**config.mk**
```make
export PLATFORM = sky130hd
export DESIGN_NAME = ball_bin_persistence_tracker_core_flat
export DESIGN_NICKNAME = d
export VERILOG_FILES = /design/src/hdl/bbpt_pkg.sv /design/src/hdl/bbpt_in_if.sv /design/src/hdl/bbpt_out_if.sv /design/src/hdl/ball_bin_persistence_tracker_core.sv /design/src/hdl/bbpt_bin_unit.sv /design/src/flat_wrapper.sv
export SDC_FILE = /design/constraint.sdc
export NUM_CORES = 1
export LEC_CHECK = 0
export BUFFER_PORTS_ARGS = -buffer_cell sky130_fd_sc_hd__buf_4
export CAP_MARGIN = 0
export CORE_MARGIN = 2
export CORE_UTILIZATION = 35
export DETAILED_ROUTE_END_ITERATION = 7
export PLACE_DENSITY = 0.58
export SLEW_MARGIN = 20
export SYNTH_ARGS = -nofsm -noshare
export SYNTH_HDL_FRONTEND = slang
export SYNTH_SLANG_ARGS = --single-unit
```
**constraint.sdc**
```tcl
create_clock -name clk -period 8.1 [get_ports clk]
set_clock_uncertainty 0.1 [all_clocks]
set_input_delay 0.405 -clock clk [delete_from_list [all_inputs] [get_ports clk]]
set_output_delay 0.405 -clock clk [all_outputs]
set_load 0.02 [all_outputs]
```
**src/hdl/bbpt_pkg.sv**
```systemverilog
// ----------------------------------------------------------------------------
// bbpt_pkg
// Shared constants and types of the ball bin persistence tracker: bin
// geometry, field widths, register indexes and reset values.
// ----------------------------------------------------------------------------
package bbpt_pkg;

  // Bin geometry
  localparam int NUM_BINS  = 10;
  localparam int BIN_WIDTH = 65;

  // Field widths
  localparam int X_W       = 10;
  localparam int RAD_W     = 9;
  localparam int CNT_W     = 5;
  localparam int BIN_OUT_W = 4;
  localparam int IDX_W     = (NUM_BINS > 1) ? $clog2(NUM_BINS) : 1;

  // Running upper bin bound, wide enough for NUM_BINS * BIN_WIDTH
  localparam int BOUND_MAX = NUM_BINS * BIN_WIDTH;
  localparam int BOUND_W0  = $clog2(BOUND_MAX + 1);
  localparam int BOUND_W   = (BOUND_W0 > X_W) ? BOUND_W0 : X_W;

  // Counter arithmetic
  localparam int CNT_MAX  = (1 << CNT_W) - 1;
  localparam int HIT_STEP = 2;

  // Configuration port
  localparam int CFG_IDX_W  = 2;
  localparam int CFG_DATA_W = 9;

  typedef enum logic [CFG_IDX_W-1:0] {
    REG_MIN_RADIUS    = 2'd0,
    REG_PRESENT_THR   = 2'd1,
    REG_COUNT_CEILING = 2'd2
  } cfg_reg_t;

  localparam logic [RAD_W-1:0] MIN_RADIUS_RST    = RAD_W'(10);
  localparam logic [CNT_W-1:0] PRESENT_THR_RST   = CNT_W'(10);
  localparam logic [CNT_W-1:0] COUNT_CEILING_RST = CNT_W'(20);

  // Configuration as seen by the bin update unit
  typedef struct packed {
    logic [RAD_W-1:0] min_radius;
    logic [CNT_W-1:0] present_threshold;
    logic [CNT_W-1:0] count_ceiling;
  } bbpt_cfg_t;

  // Running best-bin search state
  typedef struct packed {
    logic             found;
    logic [CNT_W-1:0] peak;
  } bbpt_best_t;

endpackage

```
**src/hdl/bbpt_in_if.sv**
```systemverilog
// ----------------------------------------------------------------------------
// bbpt_in_if
// Detection channel: one word per video frame, ball centre and radius.
// ----------------------------------------------------------------------------
interface bbpt_in_if;
  import bbpt_pkg::*;

  logic             valid;
  logic             ready;
  logic [X_W-1:0]   center_x;
  logic [RAD_W-1:0] radius;

  modport source (output valid, output center_x, output radius, input ready);
  modport sink   (input valid, input center_x, input radius, output ready);
endinterface

```
**src/hdl/bbpt_out_if.sv**
```systemverilog
// ----------------------------------------------------------------------------
// bbpt_out_if
// Result channel: strongest qualifying bin and its counter.
// ----------------------------------------------------------------------------
interface bbpt_out_if;
  import bbpt_pkg::*;

  logic                 valid;
  logic                 ready;
  logic                 found;
  logic [BIN_OUT_W-1:0] ball_bin;
  logic [CNT_W-1:0]     peak_count;

  modport source (output valid, output found, output ball_bin, output peak_count,
                  input ready);
  modport sink   (input valid, input found, input ball_bin, input peak_count,
                  output ready);
endinterface

```
**src/hdl/ball_bin_persistence_tracker_core.sv**
```systemverilog
// ----------------------------------------------------------------------------
// ball_bin_persistence_tracker_core
// Per-frame column bin confidence tracker with strongest-bin report.
//
// Flow: an accepted word starts a walk over the bins in ST_WALK, and the
//   result is registered in ST_LOAD. One shared bin unit walks the counters
//   one bin per cycle; a new word is accepted only back in ST_IDLE. A result
//   word still held by the sink keeps the core in the load state.
// Reset: synchronous, clears all bin counters, restores register defaults.
// ----------------------------------------------------------------------------
module ball_bin_persistence_tracker_core (
  input  logic                            clk,
  input  logic                            rst_n,
  bbpt_in_if.sink                         in_ch,
  bbpt_out_if.source                      out_ch,
  input  logic                            cfg_we,
  input  logic [bbpt_pkg::CFG_IDX_W-1:0]  cfg_index,
  input  logic [bbpt_pkg::CFG_DATA_W-1:0] cfg_wdata
);
  import bbpt_pkg::*;

  typedef enum logic [2:0] {
    ST_IDLE = 3'b001,
    ST_WALK = 3'b010,
    ST_LOAD = 3'b100
  } state_t;

  state_t               state_r, state_nxt;
  bbpt_cfg_t            cfg_r;
  logic [CNT_W-1:0]     counts_r [NUM_BINS];
  logic [X_W-1:0]       x_r;
  logic [RAD_W-1:0]     radius_r;
  logic [IDX_W-1:0]     idx_r;
  logic [BOUND_W-1:0]   bound_r;
  logic                 hit_seen_r;
  bbpt_best_t           best_r;
  logic [IDX_W-1:0]     best_idx_r;
  logic                 out_valid_r;
  logic                 out_found_r;
  logic [BIN_OUT_W-1:0] out_bin_r;
  logic [CNT_W-1:0]     out_peak_r;

  logic                 in_fire;
  logic                 last_bin;
  logic                 is_hit;
  logic [CNT_W-1:0]     cnt_new;
  logic                 take;
  logic                 load_go;

  assign in_fire  = in_ch.valid && in_ch.ready;
  assign in_ch.ready = (state_r == ST_IDLE);
  assign last_bin = (idx_r == IDX_W'(NUM_BINS - 1));
  assign load_go  = (state_r == ST_LOAD) && (!out_valid_r || out_ch.ready);

  // Earlier bins missed, so the hit bin is the first one whose bound exceeds x, or the last bin
  assign is_hit = !hit_seen_r && (last_bin || (BOUND_W'(x_r) < bound_r));

  bbpt_bin_unit u_bin (
    .cfg      (cfg_r),
    .cnt_i    (counts_r[idx_r]),
    .hit_i    (is_hit),
    .radius_i (radius_r),
    .best_i   (best_r),
    .cnt_o    (cnt_new),
    .take_o   (take)
  );

  // Sequence accept, bin walk and result load
  always_comb begin
    state_nxt = state_r;
    unique case (state_r)
      ST_IDLE: begin
        if (in_fire) state_nxt = ST_WALK;
      end
      ST_WALK: begin
        if (last_bin) state_nxt = ST_LOAD;
      end
      ST_LOAD: begin
        if (load_go) state_nxt = ST_IDLE;
      end
      default: state_nxt = ST_IDLE;
    endcase
  end

  always_ff @(posedge clk) begin
    if (!rst_n) begin
      state_r <= ST_IDLE;
    end else begin
      state_r <= state_nxt;
    end
  end

  // Write configuration registers; unknown indexes are dropped
  always_ff @(posedge clk) begin
    if (!rst_n) begin
      cfg_r.min_radius        <= MIN_RADIUS_RST;
      cfg_r.present_threshold <= PRESENT_THR_RST;
      cfg_r.count_ceiling     <= COUNT_CEILING_RST;
    end else if (cfg_we) begin
      unique case (cfg_index)
        REG_MIN_RADIUS:    cfg_r.min_radius        <= cfg_wdata[RAD_W-1:0];
        REG_PRESENT_THR:   cfg_r.present_threshold <= cfg_wdata[CNT_W-1:0];
        REG_COUNT_CEILING: cfg_r.count_ceiling     <= cfg_wdata[CNT_W-1:0];
        default: ;
      endcase
    end
  end

  // Capture the word and reset the walk
  always_ff @(posedge clk) begin
    if (in_fire) begin
      x_r      <= in_ch.center_x;
      radius_r <= in_ch.radius;
    end
  end

  always_ff @(posedge clk) begin
    if (!rst_n) begin
      idx_r      <= '0;
      bound_r    <= '0;
      hit_seen_r <= 1'b0;
      best_r     <= '0;
      best_idx_r <= '0;
    end else if (in_fire) begin
      idx_r      <= '0;
      bound_r    <= BOUND_W'(BIN_WIDTH);
      hit_seen_r <= 1'b0;
      best_r     <= '0;
      best_idx_r <= '0;
    end else if (state_r == ST_WALK) begin
      // Advance one bin and track the running best
      idx_r   <= last_bin ? idx_r : (idx_r + IDX_W'(1));
      bound_r <= last_bin ? bound_r : (bound_r + BOUND_W'(BIN_WIDTH));
      if (is_hit) hit_seen_r <= 1'b1;
      if (take) begin
        best_r.found <= 1'b1;
        best_r.peak  <= cnt_new;
        best_idx_r   <= idx_r;
      end
    end
  end

  // Update bin counters, one per walk cycle
  always_ff @(posedge clk) begin
    if (!rst_n) begin
      for (int i = 0; i < NUM_BINS; i++) counts_r[i] <= '0;
    end else if (state_r == ST_WALK) begin
      counts_r[idx_r] <= cnt_new;
    end
  end

  // Hold the result word until the sink takes it
  always_ff @(posedge clk) begin
    if (!rst_n) begin
      out_valid_r <= 1'b0;
    end else if (load_go) begin
      out_valid_r <= 1'b1;
    end else if (out_ch.ready) begin
      out_valid_r <= 1'b0;
    end
  end

  always_ff @(posedge clk) begin
    if (load_go) begin
      out_found_r <= best_r.found;
      out_bin_r   <= best_r.found ? BIN_OUT_W'(best_idx_r) : '0;
      out_peak_r  <= best_r.found ? best_r.peak : '0;
    end
  end

  assign out_ch.valid      = out_valid_r;
  assign out_ch.found      = out_found_r;
  assign out_ch.ball_bin   = out_bin_r;
  assign out_ch.peak_count = out_peak_r;

  // Every walk marks exactly one bin as hit before the load
  a_hit_each_walk: assert property (@(posedge clk) disable iff (!rst_n)
    (state_r == ST_LOAD && $past(state_r) == ST_WALK) |-> hit_seen_r)
    else $error("walk finished without a hit bin");

  // An accepted word starts the walk at the first bin
  a_walk_start: assert property (@(posedge clk) disable iff (!rst_n)
    in_fire |=> (state_r == ST_WALK && idx_r == '0))
    else $error("walk did not start at bin zero");

  // The walk index stays within the bins
  a_idx_range: assert property (@(posedge clk) disable iff (!rst_n)
    (state_r == ST_WALK) |-> (idx_r <= IDX_W'(NUM_BINS - 1)))
    else $error("bin index out of range");

  // A result without a qualifying bin reports zeros
  a_not_found_zero: assert property (@(posedge clk) disable iff (!rst_n)
    (out_ch.valid && !out_ch.found) |-> (out_ch.ball_bin == '0 && out_ch.peak_count == '0))
    else $error("empty result carries bin or count");

endmodule

```
**src/hdl/bbpt_bin_unit.sv**
```systemverilog
// ----------------------------------------------------------------------------
// bbpt_bin_unit
// Shared per-bin unit: updates one bin counter and checks it against the
// running best of the search.
// ----------------------------------------------------------------------------
module bbpt_bin_unit (
  input  bbpt_pkg::bbpt_cfg_t          cfg,
  input  logic [bbpt_pkg::CNT_W-1:0]   cnt_i,
  input  logic                         hit_i,
  input  logic [bbpt_pkg::RAD_W-1:0]   radius_i,
  input  bbpt_pkg::bbpt_best_t         best_i,
  output logic [bbpt_pkg::CNT_W-1:0]   cnt_o,
  output logic                         take_o
);
  import bbpt_pkg::*;

  logic [CNT_W:0]   rise;
  logic [CNT_W-1:0] rise_sat;
  logic [CNT_W-1:0] fall;

  // Rise by the hit step with saturation, fall toward zero
  assign rise     = {1'b0, cnt_i} + (CNT_W + 1)'(HIT_STEP);
  assign rise_sat = (rise > (CNT_W + 1)'(CNT_MAX)) ? CNT_W'(CNT_MAX) : rise[CNT_W-1:0];
  assign fall     = (cnt_i != '0) ? (cnt_i - CNT_W'(1)) : cnt_i;

  // Pick the new counter value
  always_comb begin
    cnt_o = fall;
    if (hit_i) begin
      if (cnt_i < cfg.count_ceiling) begin
        cnt_o = (radius_i > cfg.min_radius) ? rise_sat : fall;
      end else begin
        cnt_o = cnt_i;
      end
    end
  end

  // Strictly greater keeps the lowest bin on a tie
  assign take_o = (cnt_o > cfg.present_threshold) && (!best_i.found || cnt_o > best_i.peak);

endmodule
```
**src/flat_wrapper.sv**
```systemverilog
// flat-port wrapper written by rule: the top's interface ports become plain ports
module ball_bin_persistence_tracker_core_flat import bbpt_pkg::*;
  (clk, rst_n, cfg_we, cfg_index, cfg_wdata, in_ch_valid, in_ch_center_x, in_ch_radius, in_ch_ready, out_ch_valid, out_ch_found, out_ch_ball_bin, out_ch_peak_count, out_ch_ready);
  bbpt_in_if in_ch_i ();
  bbpt_out_if out_ch_i ();
  input  logic clk;
  input  logic rst_n;
  input  logic cfg_we;
  input  logic [bbpt_pkg::CFG_IDX_W-1:0] cfg_index;
  input  logic [bbpt_pkg::CFG_DATA_W-1:0] cfg_wdata;
  input wire logic [$bits(in_ch_i.valid)-1:0] in_ch_valid;
  input wire logic [$bits(in_ch_i.center_x)-1:0] in_ch_center_x;
  input wire logic [$bits(in_ch_i.radius)-1:0] in_ch_radius;
  output wire logic [$bits(in_ch_i.ready)-1:0] in_ch_ready;
  output wire logic [$bits(out_ch_i.valid)-1:0] out_ch_valid;
  output wire logic [$bits(out_ch_i.found)-1:0] out_ch_found;
  output wire logic [$bits(out_ch_i.ball_bin)-1:0] out_ch_ball_bin;
  output wire logic [$bits(out_ch_i.peak_count)-1:0] out_ch_peak_count;
  input wire logic [$bits(out_ch_i.ready)-1:0] out_ch_ready;
  assign in_ch_i.valid = in_ch_valid;
  assign in_ch_i.center_x = in_ch_center_x;
  assign in_ch_i.radius = in_ch_radius;
  assign in_ch_ready = in_ch_i.ready;
  assign out_ch_valid = out_ch_i.valid;
  assign out_ch_found = out_ch_i.found;
  assign out_ch_ball_bin = out_ch_i.ball_bin;
  assign out_ch_peak_count = out_ch_i.peak_count;
  assign out_ch_i.ready = out_ch_ready;
  ball_bin_persistence_tracker_core u_core (.clk(clk), .rst_n(rst_n), .in_ch(in_ch_i), .out_ch(out_ch_i), .cfg_we(cfg_we), .cfg_index(cfg_index), .cfg_wdata(cfg_wdata));
endmodule
```
### Word level (Yosys, flattened, before mapping)

Memories as Yosys holds them, arrays and structs flattened. A register that Yosys moved wholly into a read port is not among the register bits.
Cells that the tools add are included.

| operators by class | value |
|---|---|
| $add $sub $neg | 4 |
| $mul | 0 |
| divide/modulo/power cells | 0 |
| $lt $le $gt $ge | 6 |
| equal/unequal tests | 10 |
| shift operators | 0 |
| mux-type cells | 23 |
| bitwise operators | 2 |
| reductions and logical operators | 24 |

Operators with widths:

| cell | count |
|---|---|
| $mux W5 | 6 |
| $mux W7 | 3 |
| $reduce_and A2 Y1 | 7 |
| $mux W4 | 3 |
| $add A10 B7 Y10 const B | 1 |
| $gt A5 B5 Y1 | 2 |
| $lt A10 B10 Y1 | 1 |
| $gt A9 B9 Y1 | 1 |
| $mux W3 | 3 |
| $pmux W3 S3 | 1 |
| $mux W1 | 7 |
| $add A5 B2 Y6 const B | 1 |
| $gt A6 B5 Y1 const B | 1 |
| $ne A2 B1 Y1 const B | 3 |
| $lt A5 B5 Y1 | 1 |
| $reduce_bool A5 Y1 | 1 |
| $reduce_or A5 Y1 | 1 |
| $sub A5 B1 Y5 const B | 1 |
| $add A4 B1 Y4 const B | 1 |
| $eq A4 B4 Y1 const B | 1 |
| $logic_and A1 B1 Y1 | 4 |
| $reduce_bool A2 Y1 | 2 |
| $eq A3 B1 Y1 const B | 1 |
| $eq A3 B2 Y1 const B | 1 |
| 10 further kinds | 15 |

| word-level totals | value |
|---|---|
| register bits | 77 |
| bits in latches | 0 |
| bits in writable memories | 50 |
| memory bits (read-only) | 0 |
| bits of input ports | 35 |
| output and inout bits | 12 |
| word-level logic and storage cells | 87 |
| memories kept | 1 |

Memories:

| name | depth | bits a word | rd ports | clocked after Yosys merged registers in | wr ports | line | RTL |
|---|---|---|---|---|---|---|---|
| u_core.counts_r | 10 | 5 | 1 | 1 | 10 | ball_bin_persistence_tracker_core.sv:30 | `logic [CNT_W-1:0] counts_r [NUM_BINS];` |

### Logic depth before layout (Yosys ltp)

| depth | value |
|---|---|
| depth after elaboration | 10 |
| depth in mapped cells | 26 |

### Hierarchy

A second synthesis with hierarchy kept.

| second synthesis, totals | value |
|---|---|
| cell total of the unflattened synthesis | 621 |
| area, all modules | 7634.8 um^2 |

Modules (own cells, without submodules):

| module | times used | cells an instance | area an instance (um^2) | sequential area each (um^2) |
|---|---|---|---|---|
| ball_bin_persistence_tracker_core | 1 | 489 | 6706.4 | 4314.1 |
| bbpt_bin_unit | 1 | 132 | 928.4 | 0.0 |

### Least setup slack after synthesis

No wires, ideal clock.

| timing | value |
|---|---|
| path type | flip-flop to flip-flop |
| from | register (tool-made name) |
| to | register u_core.best_idx_r[2] |
| setup time | 0.128 ns |
| arrival time | 5.859 ns |
| slack | 2.013 ns |
| cell stages (with the launch flop) | 26 |
| buffers on the path | 4 |
| clock period less this slack | 6.087 ns |
| cell sequence | dfxtp_1 buf_6 buf_2 mux4_2 a221oi_1 inv_1 ha_1 a211o_1 a211oi_1 o211a_1 nor3_2 or3_1 or3_1 nand2_1 buf_2 inv_1 ha_1 nor2b_1 o21a_1 o21a_1 o21ai_0 a221oi_1 o21a_1 buf_1 mux2i_1 nor2_1 |

RTL lines:

| what | line | RTL |
|---|---|---|
| end signal: assignment | ball_bin_persistence_tracker_core.sv:138 | `best_idx_r <= idx_r;` |
| end: declaration | ball_bin_persistence_tracker_core.sv:37 | `logic [IDX_W-1:0] best_idx_r;` |

==> out/results.txt <==
Leading register cell type out of synthesis = edfxtp_1
Worst-case clock buffer depth = 2
Part of the cycle the worst path needs = 86.77%
Hold Worst Slack = 0.04812 ns
Placed wire-length estimate = 12050 um
Most common cell after layout, fill and taps aside = edfxtp_1
Number of sinks driven by the clock tree = 161
Worst supply voltage drop on vdd = 0.1525 mV
Power per cell area = 215.6 nW/um2
Starting density of the core = 35.35%
Total overflow reported by the global router = 0
Data required, critical path = 8.35 ns
Maximum fanout encountered on the critical timing path = 14
Area of the mapped netlist = 7667 um2
Max incr delay on CP = 0.61 ns
Wirelength per Cell = 16.74 um
Worst setup EP type = flip-flop
Cells after synthesis = 664
Setup violations, final = 0
Unique cell type count in the Yosys netlist = 61
Maximum clock rate = 142.3 MHz
Clock root buffer master = clkbuf_16
Dominant combinational cell family by area after synthesis = simple AND/OR/NAND/NOR gates
Area fraction in compound gates after synthesis = 8.355%
Setup ws final = 1.072 ns
Critical path, cell by cell = buf_4 > mux4_1 > a22o_1 > a221oi_1 > buf_4 > inv_1 > ha_1 > a211o_1 > a211oi_1 > o211a_1 > nor3_2 > or3_1 > or3_1 > nand2_1 > inv_1 > ha_1 > nor2b_1 > o21a_1 > o21a_1 > o21ai_0 > a221oi_1 > o21a_1 > or3b_2 > o22ai_1
Die Footprint = 23110 um2
Clock latency at the later pin of the worst-skew pair = 0.43 ns
Adder-cell share of the synthesized area = 6.364%
Synth Net Count = 738
Total of cells resized after clock tree synthesis = 0
Detailed-router iteration count before antenna repair = 4
Max-capacitance violation count = 0
Number of rows in the core area = 54
Number of flops mapped to enable cells by yosys = 109
Worst slew margin relative to its limit = 24.73%
Simple-gate area share of the yosys netlist = 15.34%
Unrepaired setup endpoints after global routing = false
Worst setup SP type = flip-flop
Average instance area after synthesis = 11.55 um2
Worst hold path type = in -> reg
Routed wire length = 16760 um
Post-layout instance area = 8821 um2
Clock transition time at the flip-flop clock pins of the worst setup and hold paths = 0.07 ns
Antenna diode instance count = 0
Post-place instance area = 8270 um2
Most numerous cell on the critical path = o21a_1
CTS H-Tree Depth = 4
Core footprint = 21690 um2
Drt initial violations = 462
Buffers inserted during post-CTS setup optimization = 0
Routability cong. = 0.8299
Fraction of synthesis flops using an asynchronous set or reset pin = 0%
I/O pin cnt = 47
First-pass GRT wire length = 27230 um
Syn. warnings = 0
Final hold viol count = 0
Number of vias in the routed layout = 4994
Crit-path leading delay family = compound AO/OA/AOI/OAI gates
Pin slew with the least headroom to its limit = 1.127 ns
Overall track demand over capacity in global routing = 15.04%
Vias per std cell = 4.989
Buffers added on ports = 46
Class of the most critical setup path = reg -> reg
Yosys top cell by area = edfxtp_1
Fraction of synthesized area in multiplexers = 8.241%
Number of routed nets with antenna violations = 0
Total of flip-flops plus latches after synthesis = 161
Status = completed
Highest-count cells in the layout ignoring fill and taps = 109 x edfxtp_1, 106 x nor2_1, 54 x nand2_1, 52 x dfxtp_1, 50 x buf_4
Leading post-synthesis cells by cell area = edfxtp_1 43%, dfxtp_1 14%, ha_1 6.4%, nor2_1 5.2%, mux4_2 3.5%
Area growth, synth to finish = 15.05%
Portion of synthesized cell area occupied by the leading cell type = 42.69%
Maximum number of pins on one net before global-route repair = 39
CTS tree = built
Final number of max-transition violations = 0
Crit-path slowest cell = dfxtp_1
Leakage power = 0.003241 uW
Final routed DRC violation total = 0
Die boundary width = 152.0 um
Pre-CTS worst setup slack = 1.029 ns
Minimum period implied by the final worst setup slack = 7.028 ns
Worst Path Arrival = 7.28 ns
CTS buffer count = 17
Sequential cell area fraction in the yosys report = 56.27%
Post-Synth XOR/XNOR Area = 1.371%
Setup TNS Final = 0 ns
Hold bufs inserted after CTS = 0
Layout net count = 782
Combined buffer and inverter count along the critical path = 4
Die outline height = 152.0 um
Share of final-layout standard cells stronger than drive strength 1 = 15.67%
Number of global-route vias before repair = 5009
Number of antenna violations at the first check in global routing = 0
[area by class of cell]
| cell class | instances | area, um2 |
|---|---|---|
| Inverter | 49 | 183.9 |
| Timing Repair Buffer | 50 | 375.4 |
| Tap cell | 280 | 350.3 |
| Fill cell | 2041 | 12870 |
| Sequential cell | 161 | 4314 |
| Clock inverter | 10 | 76.32 |
| Clock buffer | 22 | 474.2 |
| Multi-Input combinational cell | 429 | 3047 |
[layer usage]
metal	part of all wire, %	wire length, um	up-vias	global-route usage (%)
met2	48	8043	93	24.62
met5	0	0	-	0
li1	-	-	2457	-
met4	1.6	262	0	4.806
met1	47	7817	2423	20.01
met3	3.8	632	21	3.223
[cells in the mapped netlist, types with 12 or more instances]
library cell  instances
edfxtp_1            109
nor2_1              106
nand2_1              54
dfxtp_1              52
inv_1                48
ha_1                 39
nor2b_1              21
a21oi_1              20
mux2i_1              17
o21ai_0              16
nand3_1              15
clkbuf_1             13
mux4_2               12
[power by group]
| part | switching [uW] | leakage (uW) | internal [uW] | total, uW |
|---|---|---|---|---|
| clock network | 335 | 0.000268 | 420 | 756 |
| logic | 142 | 0.00153 | 88.1 | 230 |
| registers | 13.5 | 0.00144 | 903 | 917 |
| total | 491 | 0.00324 | 1410 | 1900 |
[logic make-up after synthesis]
kind of cell	count (synthesis)
compound gates	92
xor+xnor	12
fa+ha+maj	39
buf+inv	74
flops	161
mux	38
simple gates	248
[flip-flops by register name (all words and copies together), names as in the netlist, named ones only]
name	count
u_core.x_r	10
u_core.radius_r	9
u_core.out_ch.valid	1
u_core.hit_seen_r	1
u_core.best_r	6
u_core.cfg_r	19
u_core.out_ch.found	1
u_core.counts_r	80
u_core.best_idx_r	4
u_core.out_ch.ball_bin	4
u_core.bound_r	10
u_core.out_ch.peak_count	5
u_core.idx_r	4
u_core.state_r	3
[worst paths after layout]
kind	startpoint	endpoint	slack (ns)	cells after the start
setup / recovery	flip-flop	u_core.best_r[2]$_SDFFE_PP0P_	1.07	24
hold / removal	in_ch_center_x[2]	u_core.x_r[2]$_DFFE_PP_	0.05	1
setup reg to reg	flip-flop	u_core.best_r[2]$_SDFFE_PP0P_	1.07	24
hold reg to reg	u_core.best_r[4]$_SDFFE_PP0P_	u_core.best_r[4]$_SDFFE_PP0P_	0.37	2
[metrics by stage]
stage / cells / util [%] / power, uW
after detailed placement: 969 / 38.13 / 1166
after floorplan: 664 / - / 1094
after global routing: 1001 / 40.67 / 1982
final: 1001 / 40.67 / 1902
after global placement: 969 / 38.13 / 1163
after CTS: 1001 / 40.67 / 1918
(Power assumes the default switching activity.)
